<file path="config.mk">
export PLATFORM = sky130hd
export DESIGN_NAME = vision_block_frame_parser_flat
export DESIGN_NICKNAME = d
export VERILOG_FILES = /design/src/rtl/vbfp_pkg.sv /design/src/rtl/vbfp_if.sv /design/src/rtl/vision_block_frame_parser.sv /design/src/rtl/vbfp_front.sv /design/src/rtl/vbfp_queue.sv /design/src/rtl/vbfp_back.sv /design/src/flat_wrapper.sv
export SDC_FILE = /design/constraint.sdc
export NUM_CORES = 1
export LEC_CHECK = 0
export ABC_AREA = 1
export BUFFER_PORTS_ARGS = -buffer_cell sky130_fd_sc_hd__buf_4
export CAP_MARGIN = 20
export CORE_ASPECT_RATIO = 1.4
export CORE_MARGIN = 2
export CORE_UTILIZATION = 28
export DETAILED_ROUTE_END_ITERATION = 7
export HOLD_SLACK_MARGIN = 0.12
export PLACE_DENSITY_LB_ADDON = 0.05
export SYNTH_ARGS = -nofsm -noshare
export SYNTH_HDL_FRONTEND = slang
export SYNTH_SLANG_ARGS = --single-unit
</file>
<file path="constraint.sdc">
create_clock -name clk -period 3.07 [get_ports clk]
set_input_delay 0.614 -clock clk [delete_from_list [all_inputs] [get_ports clk]]
set_output_delay 0.614 -clock clk [all_outputs]
set_load 0.005 [all_outputs]
</file>
<file path="src/rtl/vbfp_pkg.sv">
package vbfp_pkg;

  localparam logic [15:0] WORD_START      = 16'haa55;
  localparam logic [15:0] WORD_START_CC   = 16'haa56;
  localparam logic [15:0] WORD_START_SWAP = 16'h55aa;
  localparam logic [15:0] WORD_NONE       = 16'hffff;
  localparam logic [15:0] WORD_ZERO       = 16'h0000;

  localparam int unsigned IDX_W = 3;
  localparam logic [IDX_W-1:0] FIELD_FIRST = 3'd0;
  localparam logic [IDX_W-1:0] FIELD_LAST  = 3'd4;

  typedef enum logic [1:0] {
    KIND_BLOCK   = 2'd0,
    KIND_END     = 2'd1,
    KIND_CKERR   = 2'd2,
    KIND_SYNCERR = 2'd3
  } kind_t;

  typedef enum logic [2:0] {
    OP_FIELD,
    OP_BLOCK,
    OP_END,
    OP_CKERR,
    OP_SYNCERR
  } op_t;

  typedef struct packed {
    op_t              op;
    logic [IDX_W-1:0] idx;
    logic [15:0]      word;
    logic             colour;
  } cmd_t;

endpackage

</file>
<file path="src/rtl/vbfp_if.sv">
interface vbfp_in_if;
  logic       valid;
  logic       ready;
  logic [7:0] data_byte;

  modport source (output valid, output data_byte, input ready);
  modport sink (input valid, input data_byte, output ready);
endinterface

interface vbfp_out_if;
  logic        valid;
  logic        ready;
  logic [1:0]  kind;
  logic [15:0] signature;
  logic [15:0] pos_x;
  logic [15:0] pos_y;
  logic [15:0] box_width;
  logic [15:0] box_height;
  logic        colour_code;

  modport source (output valid, output kind, output signature, output pos_x, output pos_y,
                  output box_width, output box_height, output colour_code, input ready);
  modport sink (input valid, input kind, input signature, input pos_x, input pos_y,
                input box_width, input box_height, input colour_code, output ready);
endinterface

</file>
<file path="src/rtl/vision_block_frame_parser.sv">
// Frame parser for a camera's serial byte link.
// The in_bus channel carries one received byte per word, low byte of each
// 16-bit word first. The out_bus channel carries one result per word: a
// checked block with its five field words, a frame end, a checksum abort or
// a sync abort, with the colour-code flag of the latest start word.
// The front end pairs bytes, hunts for the start sequence, tracks the block
// layout and its running sum, and posts commands into a two-entry queue.
// The back end keeps the field words and owns the output register.
// One byte is accepted every cycle while the queue is not full. A result
// is registered first in the queue and then in the output register, which
// drives it on out_bus.
// If the receiver stalls, the result holds in the output register, the queue
// fills behind it, and in_bus.ready drops only once the queue is full; field
// words still drain into the back end while the output waits.
// Synchronous reset returns the parser to hunting for a start sequence on a
// low byte, empties the queue and clears the output valid flag.
module vision_block_frame_parser (
  input  logic        clk,
  input  logic        rst_n,
  vbfp_in_if.sink     in_bus,
  vbfp_out_if.source  out_bus
);

  logic           q_full;
  logic           push;
  vbfp_pkg::cmd_t push_cmd;
  logic           pop;
  logic           q_valid;
  vbfp_pkg::cmd_t q_cmd;

  vbfp_front u_front (
    .clk      (clk),
    .rst_n    (rst_n),
    .in_valid (in_bus.valid),
    .in_byte  (in_bus.data_byte),
    .in_ready (in_bus.ready),
    .q_full   (q_full),
    .push     (push),
    .push_cmd (push_cmd)
  );

  vbfp_queue u_queue (
    .clk      (clk),
    .rst_n    (rst_n),
    .push     (push),
    .push_cmd (push_cmd),
    .full     (q_full),
    .pop      (pop),
    .valid    (q_valid),
    .pop_cmd  (q_cmd)
  );

  vbfp_back u_back (
    .clk     (clk),
    .rst_n   (rst_n),
    .q_valid (q_valid),
    .q_cmd   (q_cmd),
    .pop     (pop),
    .out_bus (out_bus)
  );

endmodule

</file>
<file path="src/rtl/vbfp_front.sv">
module vbfp_front (
  input  logic                clk,
  input  logic                rst_n,
  input  logic                in_valid,
  input  logic [7:0]          in_byte,
  output logic                in_ready,
  input  logic                q_full,
  output logic                push,
  output vbfp_pkg::cmd_t      push_cmd
);

  typedef enum logic [1:0] {
    ST_HUNT,
    ST_CHECK,
    ST_FIELDS,
    ST_SYNC
  } state_t;

  state_t                       state_r, state_nxt;
  logic                         phase_r, phase_nxt;
  logic [7:0]                   low_r, low_nxt;
  logic                         drop_r, drop_nxt;
  logic [15:0]                  prev_r, prev_nxt;
  logic [vbfp_pkg::IDX_W-1:0]   idx_r, idx_nxt;
  logic [15:0]                  check_r, check_nxt;
  logic [15:0]                  sum_r, sum_nxt;
  logic                         colour_r, colour_nxt;
  logic                         take;
  logic [15:0]                  word;
  logic [15:0]                  sum_add;
  logic                         is_start;
  logic                         is_cc;

  assign in_ready = !q_full;
  assign take     = in_valid && in_ready;
  assign word     = {in_byte, low_r};
  assign sum_add  = sum_r + word;
  assign is_start = (word == vbfp_pkg::WORD_START);
  assign is_cc    = (word == vbfp_pkg::WORD_START_CC);

  always_comb begin
    state_nxt       = state_r;
    phase_nxt       = phase_r;
    low_nxt         = low_r;
    drop_nxt        = drop_r;
    prev_nxt        = prev_r;
    idx_nxt         = idx_r;
    check_nxt       = check_r;
    sum_nxt         = sum_r;
    colour_nxt      = colour_r;
    push            = 1'b0;
    push_cmd.op     = vbfp_pkg::OP_FIELD;
    push_cmd.idx    = idx_r;
    push_cmd.word   = word;
    if (take) begin
      if (drop_r) begin
        drop_nxt = 1'b0;
      end else if (!phase_r) begin
        low_nxt   = in_byte;
        phase_nxt = 1'b1;
      end else begin
        phase_nxt = 1'b0;
        case (state_r)
          ST_CHECK: begin
            if (is_start || is_cc) begin
              colour_nxt  = is_cc;
              push        = 1'b1;
              push_cmd.op = vbfp_pkg::OP_END;
            end else if (word == vbfp_pkg::WORD_ZERO) begin
              state_nxt   = ST_HUNT;
              prev_nxt    = vbfp_pkg::WORD_NONE;
              push        = 1'b1;
              push_cmd.op = vbfp_pkg::OP_END;
            end else begin
              check_nxt = word;
              sum_nxt   = 16'h0000;
              idx_nxt   = vbfp_pkg::FIELD_FIRST;
              state_nxt = ST_FIELDS;
            end
          end
          ST_FIELDS: begin
            sum_nxt = sum_add;
            push    = 1'b1;
            if (idx_r != vbfp_pkg::FIELD_LAST) begin
              idx_nxt = idx_r + 1'b1;
            end else begin
              idx_nxt = vbfp_pkg::FIELD_FIRST;
              if (sum_add == check_r) begin
                state_nxt   = ST_SYNC;
                push_cmd.op = vbfp_pkg::OP_BLOCK;
              end else begin
                state_nxt   = ST_HUNT;
                prev_nxt    = vbfp_pkg::WORD_NONE;
                push_cmd.op = vbfp_pkg::OP_CKERR;
              end
            end
          end
          ST_SYNC: begin
            if (is_start || is_cc) begin
              colour_nxt = is_cc;
              state_nxt  = ST_CHECK;
            end else begin
              state_nxt   = ST_HUNT;
              prev_nxt    = vbfp_pkg::WORD_NONE;
              push        = 1'b1;
              push_cmd.op = vbfp_pkg::OP_SYNCERR;
            end
          end
          default: begin
            if (prev_r == vbfp_pkg::WORD_START && (is_start || is_cc)) begin
              colour_nxt = is_cc;
              state_nxt  = ST_CHECK;
            end else if (word == vbfp_pkg::WORD_START_SWAP) begin
              drop_nxt = 1'b1;
            end
            prev_nxt = word;
          end
        endcase
      end
    end
    push_cmd.colour = colour_nxt;
  end

  always_ff @(posedge clk) begin
    if (!rst_n) begin
      state_r  <= ST_HUNT;
      phase_r  <= 1'b0;
      low_r    <= 8'h00;
      drop_r   <= 1'b0;
      prev_r   <= vbfp_pkg::WORD_NONE;
      idx_r    <= vbfp_pkg::FIELD_FIRST;
      check_r  <= 16'h0000;
      sum_r    <= 16'h0000;
      colour_r <= 1'b0;
    end else begin
      state_r  <= state_nxt;
      phase_r  <= phase_nxt;
      low_r    <= low_nxt;
      drop_r   <= drop_nxt;
      prev_r   <= prev_nxt;
      idx_r    <= idx_nxt;
      check_r  <= check_nxt;
      sum_r    <= sum_nxt;
      colour_r <= colour_nxt;
    end
  end

  // A dropped byte always falls where a low byte would be expected.
  a_drop_phase: assert property (@(posedge clk) disable iff (!rst_n)
    drop_r |-> !phase_r)
    else $error("byte drop armed in the middle of a word");

  a_field_index: assert property (@(posedge clk) disable iff (!rst_n)
    idx_r <= vbfp_pkg::FIELD_LAST)
    else $error("field index out of range");

endmodule

</file>
<file path="src/rtl/vbfp_queue.sv">
module vbfp_queue (
  input  logic           clk,
  input  logic           rst_n,
  input  logic           push,
  input  vbfp_pkg::cmd_t push_cmd,
  output logic           full,
  input  logic           pop,
  output logic           valid,
  output vbfp_pkg::cmd_t pop_cmd
);

  vbfp_pkg::cmd_t entry_r [2];
  logic           wr_ptr_r, wr_ptr_nxt;
  logic           rd_ptr_r, rd_ptr_nxt;
  logic [1:0]     count_r, count_nxt;
  logic           do_push;
  logic           do_pop;

  assign full    = (count_r == 2'd2);
  assign valid   = (count_r != 2'd0);
  assign pop_cmd = entry_r[rd_ptr_r];
  assign do_push = push && !full;
  assign do_pop  = pop && valid;

  always_comb begin
    wr_ptr_nxt = do_push ? !wr_ptr_r : wr_ptr_r;
    rd_ptr_nxt = do_pop ? !rd_ptr_r : rd_ptr_r;
    count_nxt  = count_r + {1'b0, do_push} - {1'b0, do_pop};
  end

  always_ff @(posedge clk) begin
    if (do_push) begin
      entry_r[wr_ptr_r] <= push_cmd;
    end
  end

  always_ff @(posedge clk) begin
    if (!rst_n) begin
      wr_ptr_r <= 1'b0;
      rd_ptr_r <= 1'b0;
      count_r  <= 2'd0;
    end else begin
      wr_ptr_r <= wr_ptr_nxt;
      rd_ptr_r <= rd_ptr_nxt;
      count_r  <= count_nxt;
    end
  end

  a_no_lost_push: assert property (@(posedge clk) disable iff (!rst_n)
    push |-> !full)
    else $error("command pushed into a full queue");

endmodule

</file>
<file path="src/rtl/vbfp_back.sv">
module vbfp_back (
  input  logic               clk,
  input  logic               rst_n,
  input  logic               q_valid,
  input  vbfp_pkg::cmd_t     q_cmd,
  output logic               pop,
  vbfp_out_if.source         out_bus
);

  logic [15:0]     field_r [4];
  logic            out_valid_r, out_valid_nxt;
  vbfp_pkg::kind_t kind_r;
  logic [15:0]     sig_r, pos_x_r, pos_y_r, width_r, height_r;
  logic            colour_r;
  logic            can_out;
  logic            is_field;
  logic            emit;

  assign can_out  = !out_valid_r || out_bus.ready;
  assign is_field = (q_cmd.op == vbfp_pkg::OP_FIELD);
  assign emit     = q_valid && !is_field && can_out;
  assign pop      = q_valid && (is_field || can_out);

  always_comb begin
    if (emit) begin
      out_valid_nxt = 1'b1;
    end else if (out_bus.ready) begin
      out_valid_nxt = 1'b0;
    end else begin
      out_valid_nxt = out_valid_r;
    end
  end

  always_ff @(posedge clk) begin
    if (q_valid && is_field) begin
      field_r[q_cmd.idx[1:0]] <= q_cmd.word;
    end
    if (emit) begin
      colour_r <= q_cmd.colour;
      case (q_cmd.op)
        vbfp_pkg::OP_BLOCK: begin
          kind_r   <= vbfp_pkg::KIND_BLOCK;
          sig_r    <= field_r[0];
          pos_x_r  <= field_r[1];
          pos_y_r  <= field_r[2];
          width_r  <= field_r[3];
          height_r <= q_cmd.word;
        end
        default: begin
          case (q_cmd.op)
            vbfp_pkg::OP_END:    kind_r <= vbfp_pkg::KIND_END;
            vbfp_pkg::OP_CKERR:  kind_r <= vbfp_pkg::KIND_CKERR;
            default:             kind_r <= vbfp_pkg::KIND_SYNCERR;
          endcase
          sig_r    <= 16'h0000;
          pos_x_r  <= 16'h0000;
          pos_y_r  <= 16'h0000;
          width_r  <= 16'h0000;
          height_r <= 16'h0000;
        end
      endcase
    end
  end

  always_ff @(posedge clk) begin
    if (!rst_n) begin
      out_valid_r <= 1'b0;
    end else begin
      out_valid_r <= out_valid_nxt;
    end
  end

  assign out_bus.valid       = out_valid_r;
  assign out_bus.kind        = kind_r;
  assign out_bus.signature   = sig_r;
  assign out_bus.pos_x       = pos_x_r;
  assign out_bus.pos_y       = pos_y_r;
  assign out_bus.box_width   = width_r;
  assign out_bus.box_height  = height_r;
  assign out_bus.colour_code = colour_r;

  // A result command leaves the queue only into a free output register.
  a_emit_lands: assert property (@(posedge clk) disable iff (!rst_n)
    emit |=> out_valid_r)
    else $error("result command popped without reaching the output");

  a_field_slot: assert property (@(posedge clk) disable iff (!rst_n)
    (q_valid && is_field) |-> (q_cmd.idx < vbfp_pkg::FIELD_LAST))
    else $error("field command addresses the last field slot");

endmodule
</file>
<file path="src/flat_wrapper.sv">
// flat-port wrapper written by rule: the top's interface ports become plain ports
module vision_block_frame_parser_flat 
  (clk, rst_n, in_bus_valid, in_bus_data_byte, in_bus_ready, out_bus_valid, out_bus_kind, out_bus_signature, out_bus_pos_x, out_bus_pos_y, out_bus_box_width, out_bus_box_height, out_bus_colour_code, out_bus_ready);
  vbfp_in_if in_bus_i ();
  vbfp_out_if out_bus_i ();
  input  logic clk;
  input  logic rst_n;
  input wire logic [$bits(in_bus_i.valid)-1:0] in_bus_valid;
  input wire logic [$bits(in_bus_i.data_byte)-1:0] in_bus_data_byte;
  output wire logic [$bits(in_bus_i.ready)-1:0] in_bus_ready;
  output wire logic [$bits(out_bus_i.valid)-1:0] out_bus_valid;
  output wire logic [$bits(out_bus_i.kind)-1:0] out_bus_kind;
  output wire logic [$bits(out_bus_i.signature)-1:0] out_bus_signature;
  output wire logic [$bits(out_bus_i.pos_x)-1:0] out_bus_pos_x;
  output wire logic [$bits(out_bus_i.pos_y)-1:0] out_bus_pos_y;
  output wire logic [$bits(out_bus_i.box_width)-1:0] out_bus_box_width;
  output wire logic [$bits(out_bus_i.box_height)-1:0] out_bus_box_height;
  output wire logic [$bits(out_bus_i.colour_code)-1:0] out_bus_colour_code;
  input wire logic [$bits(out_bus_i.ready)-1:0] out_bus_ready;
  assign in_bus_i.valid = in_bus_valid;
  assign in_bus_i.data_byte = in_bus_data_byte;
  assign in_bus_ready = in_bus_i.ready;
  assign out_bus_valid = out_bus_i.valid;
  assign out_bus_kind = out_bus_i.kind;
  assign out_bus_signature = out_bus_i.signature;
  assign out_bus_pos_x = out_bus_i.pos_x;
  assign out_bus_pos_y = out_bus_i.pos_y;
  assign out_bus_box_width = out_bus_i.box_width;
  assign out_bus_box_height = out_bus_i.box_height;
  assign out_bus_colour_code = out_bus_i.colour_code;
  assign out_bus_i.ready = out_bus_ready;
  vision_block_frame_parser u_core (.clk(clk), .rst_n(rst_n), .in_bus(in_bus_i), .out_bus(out_bus_i));
endmodule
</file>
==> impl_metrics.csv, run 1 <==
group,metric,value,unit
run_status,outcome,"completed",
power,internal-power,7.28,mW
synthesis,seq_area_frac_synth,63.1,%
sta,fmax,352,MHz
synthesis,syn_area,0.0113,mm^2
grt,grt_pass1_wl,44900,um
drt,drc,0,
finish,drive_above_1_share,21.5,%
critical_path,crit_required,3490,ps
grt,grt_pass1_vias,7835,
critical_path,arrival,3260,ps
power,ir_drop,549,uV
die,num_io_pins,97,
cts,cts_tree,"yes",
critical_path,worst-path-max-fanout,5,
drt,finalWirelength,29000,um
power,p_switching,2.81,mW
grt,antenna_found_initial,0,
critical_path,slowest_stage,"fa_2",
finish,register_area,0.00714,mm^2
finish,fin_nets,1329,
placed_design,dp.final_hpwl,20300,um
power,clockPowerShare,32.6,%
synthesis,ys_types,45,
drt,dr.pass1.iters,4,
drt,num_vias,7864,
cts,clk_latency,550,ps
placed_design,port_buffers,96,
grt,grt.overflow.total,0,
sta,worst_hold_slack,322,ps
cts,root_buffer,"clkbuf_16",
cts,cts_hold_buffers,0,
power,powerDensity,714,mW/mm^2
die,dieArea,0.0420,mm^2
cts,clkTransAtPathRegs,60,ps
power,p_total,10.1,mW
power,power_frac_comb,20.3,%
sta,max-slew-margin-rel,37.5,%
power,power_frac_seq,47.1,%
die,initial_core_util,28.2,%
sta,fin_skew,15.1,ps
drt,antenna_left,0,
cts,cts.path.max_buffers,3,
synthesis,synthCells,1128,
synthesis,yosysWarnings,0,
power,p_leak,5.99,nW
sta,min_period,2840,ps
finish,antenna_cells,0,
grt,grt_max_degree,84,
die,placeableCoreArea,0.0401,mm^2
die,rows,87,
drt,routedWlPerCell,15.7,um
grt,grtUsageTotal,13.7,%
drt,vias_per_cell,4.26,
sta,tightest_slew,936,ps
cts,htreeDepth,1,
synthesis,synth.ff_latch_count,261,
die,die_h,242,um
placed_design,place.gp.congestion,0.794,
power,switching_share,27.9,%
critical_path,worstPathCellList,"ha_2 > inv_1 > fa_2 > inv_1 > nand2_1 > nand2_2 > nand3_4 > nand2_4 > buf_4 > nand2_2 > nand2_1 > nand2_1 > nand3_2 > nand2_1 > inv_1 > nand3_2 > nor2_4 > buf_6 > nand3_4 > nand4_1 > nand3_2",
cts,cts.sinks,261,
cts,cts_made_buffers,28,
critical_path,startpoint_type,"flop",
sta,finalMaxSlewViolations,0,
synthesis,synth.net_count,1164,
job,drv_cap,0,
critical_path,endpoint_kind,"flop",
synthesis,synth_area_per_cell,10.0,um^2
critical_path,crit_top_cell,"nand2_1",
sta,final-setup-viol-count,0,
die,die_w,174,um
synthesis,async_flop_share,0,%
synthesis,synth_edf_count,191,
finish,stdcell_area,0.0141,mm^2
finish,fillers,4165,
sta,hold_violations,0,
critical_path,max_stage_delay,370,ps
drt,drt_iter0_drc,389,
placed_design,dpl-instance-area,0.0131,mm^2
hold_path,hp-class,"in2reg",
finish,areaGrowthSynthToFinish,25.1,%
critical_path,crit_type,"reg2reg",
finish,multi_input_area,0.00337,mm^2
sta,fin_crit_sh,92.4,%
synthesis,ys_dominant_reg_cell,"edfxtp_1",
-- power groups by stage --
stage               registers, mW  clock network [mW]  logic, mW
floorplan                    4.89                   0      0.879
global placement             4.85                   0       2.09
detailed placement           4.84                   0       2.10
CTS                          4.76                3.42       2.11
global route                 4.81                3.55       2.29
finish                       4.75                3.29       2.05
-- metrics by stage --
step / setup WS [ps] / TNS [ps] / utilization (%) / instances
6_report: 233 / 0 / 35.3 / 1848
2_1_floorplan: 9.85 / 0 / - / 1128
3_3_place_gp: -172 / -2850 / 32.8 / 1791
4_1_cts: 17.1 / 0 / 35.1 / 1843
3_5_place_dp: -154 / -2300 / 32.8 / 1791
5_1_grt: -2.38 / -2.38 / 35.3 / 1848
-- cell usage after synthesis (2+ instances only) --
| master | instances | share of area [%] |
|---|---|---|
| dfxtp_1 | 70 | 12 |
| mux2i_1 | 2 | 0.18 |
| nor2_4 | 2 | 0.20 |
| nand3_1 | 67 | 3.0 |
| edfxtp_1 | 191 | 51 |
| buf_2 | 2 | 0.089 |
| nand2_2 | 22 | 1.2 |
| a21oi_1 | 59 | 2.6 |
| ha_1 | 23 | 2.5 |
| nand4_1 | 26 | 1.4 |
| nor3_1 | 10 | 0.44 |
| clkinv_1 | 3 | 0.10 |
| inv_2 | 5 | 0.17 |
| a21oi_2 | 2 | 0.15 |
| nor3_2 | 2 | 0.18 |
| xor2_1 | 6 | 0.46 |
| xnor2_1 | 2 | 0.15 |
| inv_1 | 200 | 6.6 |
| clkbuf_1 | 26 | 0.86 |
| nor2_2 | 5 | 0.28 |
| nor4_1 | 6 | 0.33 |
| buf_1 | 2 | 0.066 |
| nand3_2 | 13 | 1.2 |
| nand2_1 | 190 | 6.3 |
| nand3b_1 | 2 | 0.13 |
| a211oi_1 | 2 | 0.13 |
| a32oi_1 | 2 | 0.15 |
| nand3_4 | 2 | 0.31 |
| nor2_1 | 122 | 4.1 |
| o21ai_0 | 47 | 2.1 |
-- kinds of logic after synthesis --
group	after synthesis	share of synthesized area, %
mux	3	0.277
fa+ha+maj	24	2.72
buf+inv	240	8.20
compound gates	117	5.48
xor+xnor	9	0.830
flops	261	63.1
simple gates	474	19.4
-- registers in the layout, summed over array words and instances, names as in the netlist, 8 cells and up, named ones only --
register,count
u_core.u_back.field_r,64
u_core.u_front.prev_r,16
u_core.u_queue.entry_r,44
u_core.u_front.check_r,16
u_core.u_front.low_r,8
u_core.u_back.out_bus.box_height,16
u_core.u_back.out_bus.signature,16
u_core.u_back.out_bus.pos_y,16
u_core.u_front.sum_r,16
u_core.u_back.out_bus.box_width,16
u_core.u_back.out_bus.pos_x,16
-- path summary, 6_finish.rpt --
path | from | to | slack [ps] | cells past startpoint
max reg2reg | u_core.u_front.sum_r[0]$_SDFFE_PN0P_ | u_core.u_front.prev_r[8]$_SDFFE_PN1P_ | 230 | 21
min | in_bus_data_byte[0] | u_core.u_queue.entry_r[1][9]$_DFFE_PP_ | 320 | 1
max | u_core.u_front.sum_r[0]$_SDFFE_PN0P_ | u_core.u_front.prev_r[8]$_SDFFE_PN1P_ | 230 | 21
min reg2reg | u_core.u_front.prev_r[15]$_SDFFE_PN1P_ | u_core.u_front.prev_r[15]$_SDFFE_PN1P_ | 460 | 2
-- layout by cell type (no fill, tap or decap), types with 8 or more instances in the layout --
master     instances
nor2_1           119
nand2_1          189
nand2_2           23
clkinv_1           8
nand3_1           65
nand4_1           26
o21ai_0           46
inv_1            199
a21oi_1           58
buf_4            156
ha_1              22
dfxtp_1           69
nor2_2             8
nand3_4            8
clkbuf_16         29
edfxtp_1         191
nand3_2           13
-- area by class of cell --
| cell class | count | area share, % |
|---|---|---|
| Inverter | 208 | 5.53 |
| Tap cell | 534 | 4.72 |
| Clock buffer | 32 | 5.21 |
| Multi-Input combinational cell | 631 | 23.9 |
| Sequential cell | 261 | 50.5 |
| Timing Repair Buffer | 163 | 9.08 |
| Clock inverter | 19 | 1.14 |
-- repair_timing --
| action | in CTS | in global routing |
|---|---|---|
| cloned | 1 | 3 |
| setup endpoints to repair | 16 | 20 |
| resized for setup | 2 | 14 |
| setup buffers | 0 | 2 |
| pin swaps | 0 | 7 |
-- critical path, delay by kind of cell (launching register included) --
family        cells  cell delay [ps]
fa+ha+maj         2              550
buf+inv           5              450
simple gates     14             1380
flops             1              340
-- layer usage --
layer / share of wire [%] / up-vias / global-route usage (%)
met5: 0 / - / 0
met4: 2.4 / 0 / 4.25
met3: 3.5 / 37 / 1.70
met2: 51 / 135 / 25.1
met1: 43 / 3649 / 16.6
li1: - / 4043 / -
Power figures use the tool's default switching activity.
==> inputs of run 2 (changes only) <==
GPL_TIMING_DRIVEN = 0   (was not set)
==> run 2 against run 1 <==
  * Clock-buffer cell count rose by 4
  * First-iteration DRC count down 10%
  * Critical path type unchanged
  * Cell area down 1.8%
  * Register-to-register slack worse by 70 ps
  * Power rose by 0.47%
  * Clock skew grew 3.2 ps
  * Final cell count shrank 1.2%
  * Setup slack got worse by 75 ps
  * Core utilization down 0.62 points
==> impl_metrics.csv, run 2 (synthesis results as in run 1) <==
group,metric,value,unit
run_status,outcome,"completed",
finish,stdcell_area,0.0139,mm^2
die,initial_core_util,28.2,%
critical_path,crit_required,3550,ps
finish,largest_register_ffs,64,
placed_design,dp.final_hpwl,22100,um
drt,finalWirelength,29500,um
sta,tightest_slew,823,ps
power,power_frac_comb,19.7,%
die,die_w,174,um
grt,grt_pass1_vias,7805,
critical_path,startpoint_type,"flop",
sta,min_period,2910,ps
critical_path,crit_type,"reg2reg",
grt,grt_max_degree,62,
power,powerDensity,730,mW/mm^2
placed_design,dpl-instance-area,0.0128,mm^2
power,internal-power,7.31,mW
hold_path,hp-class,"in2reg",
finish,final_common_cell,"inv_1",
die,die_h,242,um
critical_path,crit_family,"simple AND/OR/NAND/NOR gates",
grt,grtUsageTotal,13.8,%
drt,num_vias,7770,
critical_path,slowest_stage,"fa_2",
finish,fin_nets,1306,
drt,routedWlPerCell,16.2,um
critical_path,worstPathCellList,"ha_2 > inv_1 > fa_2 > inv_2 > nand2_2 > nand2_2 > nand3_4 > nand2_4 > nand2_2 > nand2_1 > nand2_1 > nand3_1 > nand2_1 > nor2_2 > nand2_2 > nor2_4 > nand3_4 > nand3_4 > clkbuf_16 > nand2_2 > nand3_2",
finish,drive_above_1_share,18.6,%
sta,fin_skew,18.3,ps
critical_path,max_stage_delay,380,ps
cts,cts.sinks,261,
sta,finalMaxSlewViolations,0,
critical_path,endpoint_kind,"flop",
sta,fmax,343,MHz
sta,hold_violations,0,
grt,grt_pass1_wl,44900,um
cts,root_buffer,"clkbuf_16",
drt,dr.pass1.iters,6,
power,p_leak,5.83,nW
critical_path,crit_top_cell,"nand2_2",
cts,clkTransAtPathRegs,60,ps
grt,antenna_found_initial,0,
sta,final-setup-viol-count,0,
drt,drt_iter0_drc,350,
drt,drc,0,
cts,cts_hold_buffers,0,
die,dieArea,0.0420,mm^2
critical_path,worst-path-max-fanout,8,
power,p_switching,2.83,mW
sta,fin_crit_sh,94.9,%
drt,vias_per_cell,4.26,
finish,final_cell_mix,"inv_1 (197), edfxtp_1 (191), nand2_1 (187)",
sta,rsz0062_at_grt,"true",
die,rows,87,
cts,cts_tree,"yes",
drt,antenna_left,0,
cts,cts.path.max_buffers,3,
finish,utilization,34.7,%
power,clockPowerShare,33.2,%
power,power_frac_seq,47.2,%
power,ir_drop,415,uV
placed_design,place.gp.congestion,0.840,
grt,grt.overflow.total,0,
finish,antenna_cells,0,
finish,stdcell_count,1825,
sta,max-slew-margin-rel,45.1,%
die,placeableCoreArea,0.0401,mm^2
job,drv_cap,0,
finish,areaGrowthSynthToFinish,22.9,%
cts,cts_made_buffers,28,
placed_design,port_buffers,95,
cts,clk_latency,550,ps
cts,htreeDepth,1,
power,switching_share,27.9,%
critical_path,path_buf_inv,3,
die,num_io_pins,97,
placed_design,dp_cells,1764,
critical_path,arrival,3390,ps
run 2: cell types whose count changed in the layout (fill, tap and decap cells not counted), sizes merged:
cell | before | now
buf | 163 | 116
nand3 | 86 | 82
inv | 205 | 206
clkinv | 17 | 12
clkbuf | 32 | 64
run 2: layer usage:
layer	GRT usage, %	share of wire [%]	vias up
met4	5.31	2.8	0
met3	1.84	3.7	47
met5	0	0	-
li1	-	-	3990
met2	26.8	54	147
met1	15.0	39	3586
run 2: timing repair:
action                                  4_1_cts  5_1_grt
endpoints found under the hold margin         0        0
endpoints found under the setup margin       20       47
cloned                                        0        2
resized for setup                            12        8
setup buffers                                 2        6
pin swaps                                     2        9
run 2: power by group through the flow:
stage	Sequential, mW	Clock, mW	Combinational (mW)
floorplan	4.89	0	0.879
detailed placement	4.87	0	2.03
finish	4.78	3.36	2.00
CTS	4.80	3.50	2.05
global placement	4.88	0	1.84
global route	4.84	3.60	2.23
run 2: per-stage QoR:
stage	setup TNS (ps)	setup slack (ps)	power [mW]	hold WS (ps)
4_1_cts	0	30.2	10.3	317
2_1_floorplan	0	9.85	5.77	421
6_report	0	158	10.1	358
5_1_grt	-1240	-73.6	10.7	327
3_5_place_dp	-5760	-354	6.90	447
3_3_place_gp	-237060	-1330	6.72	440
run 2: path summary, 6_finish.rpt:
kind	depth (start not counted)	endpoint	slack, ps	startpoint
hold / removal	1	u_core.u_queue.entry_r[0][9]$_DFFE_PP_	360	in_bus_data_byte[0]
hold reg to reg	2	u_core.u_front.prev_r[4]$_SDFFE_PN1P_	460	u_core.u_front.prev_r[4]$_SDFFE_PN1P_
setup / recovery	21	u_core.u_front.prev_r[6]$_SDFFE_PN1P_	160	u_core.u_front.low_r[0]$_SDFFE_PN0P_
setup reg to reg	21	u_core.u_front.prev_r[6]$_SDFFE_PN1P_	160	u_core.u_front.low_r[0]$_SDFFE_PN0P_
run 2: worst register-to-register path, delay by kind of cell, from the launching register on:
family                     cells  cell delay, ps
and+or+nand+nor               16            1610
buffers and inverters          3             330
adders and majority gates      2             560
DFF                            1             350
run 2: layout make-up:
cell class	instances	area (um^2)
Clock buffer	36	782
Fill cell	4100	26200
Buffer	32	150
Inverter	208	783
Tap cell	534	668
Clock inverter	15	133
Sequential cell	261	7140
Timing Repair Buffer	112	926
Multi-Input combinational cell	627	3310
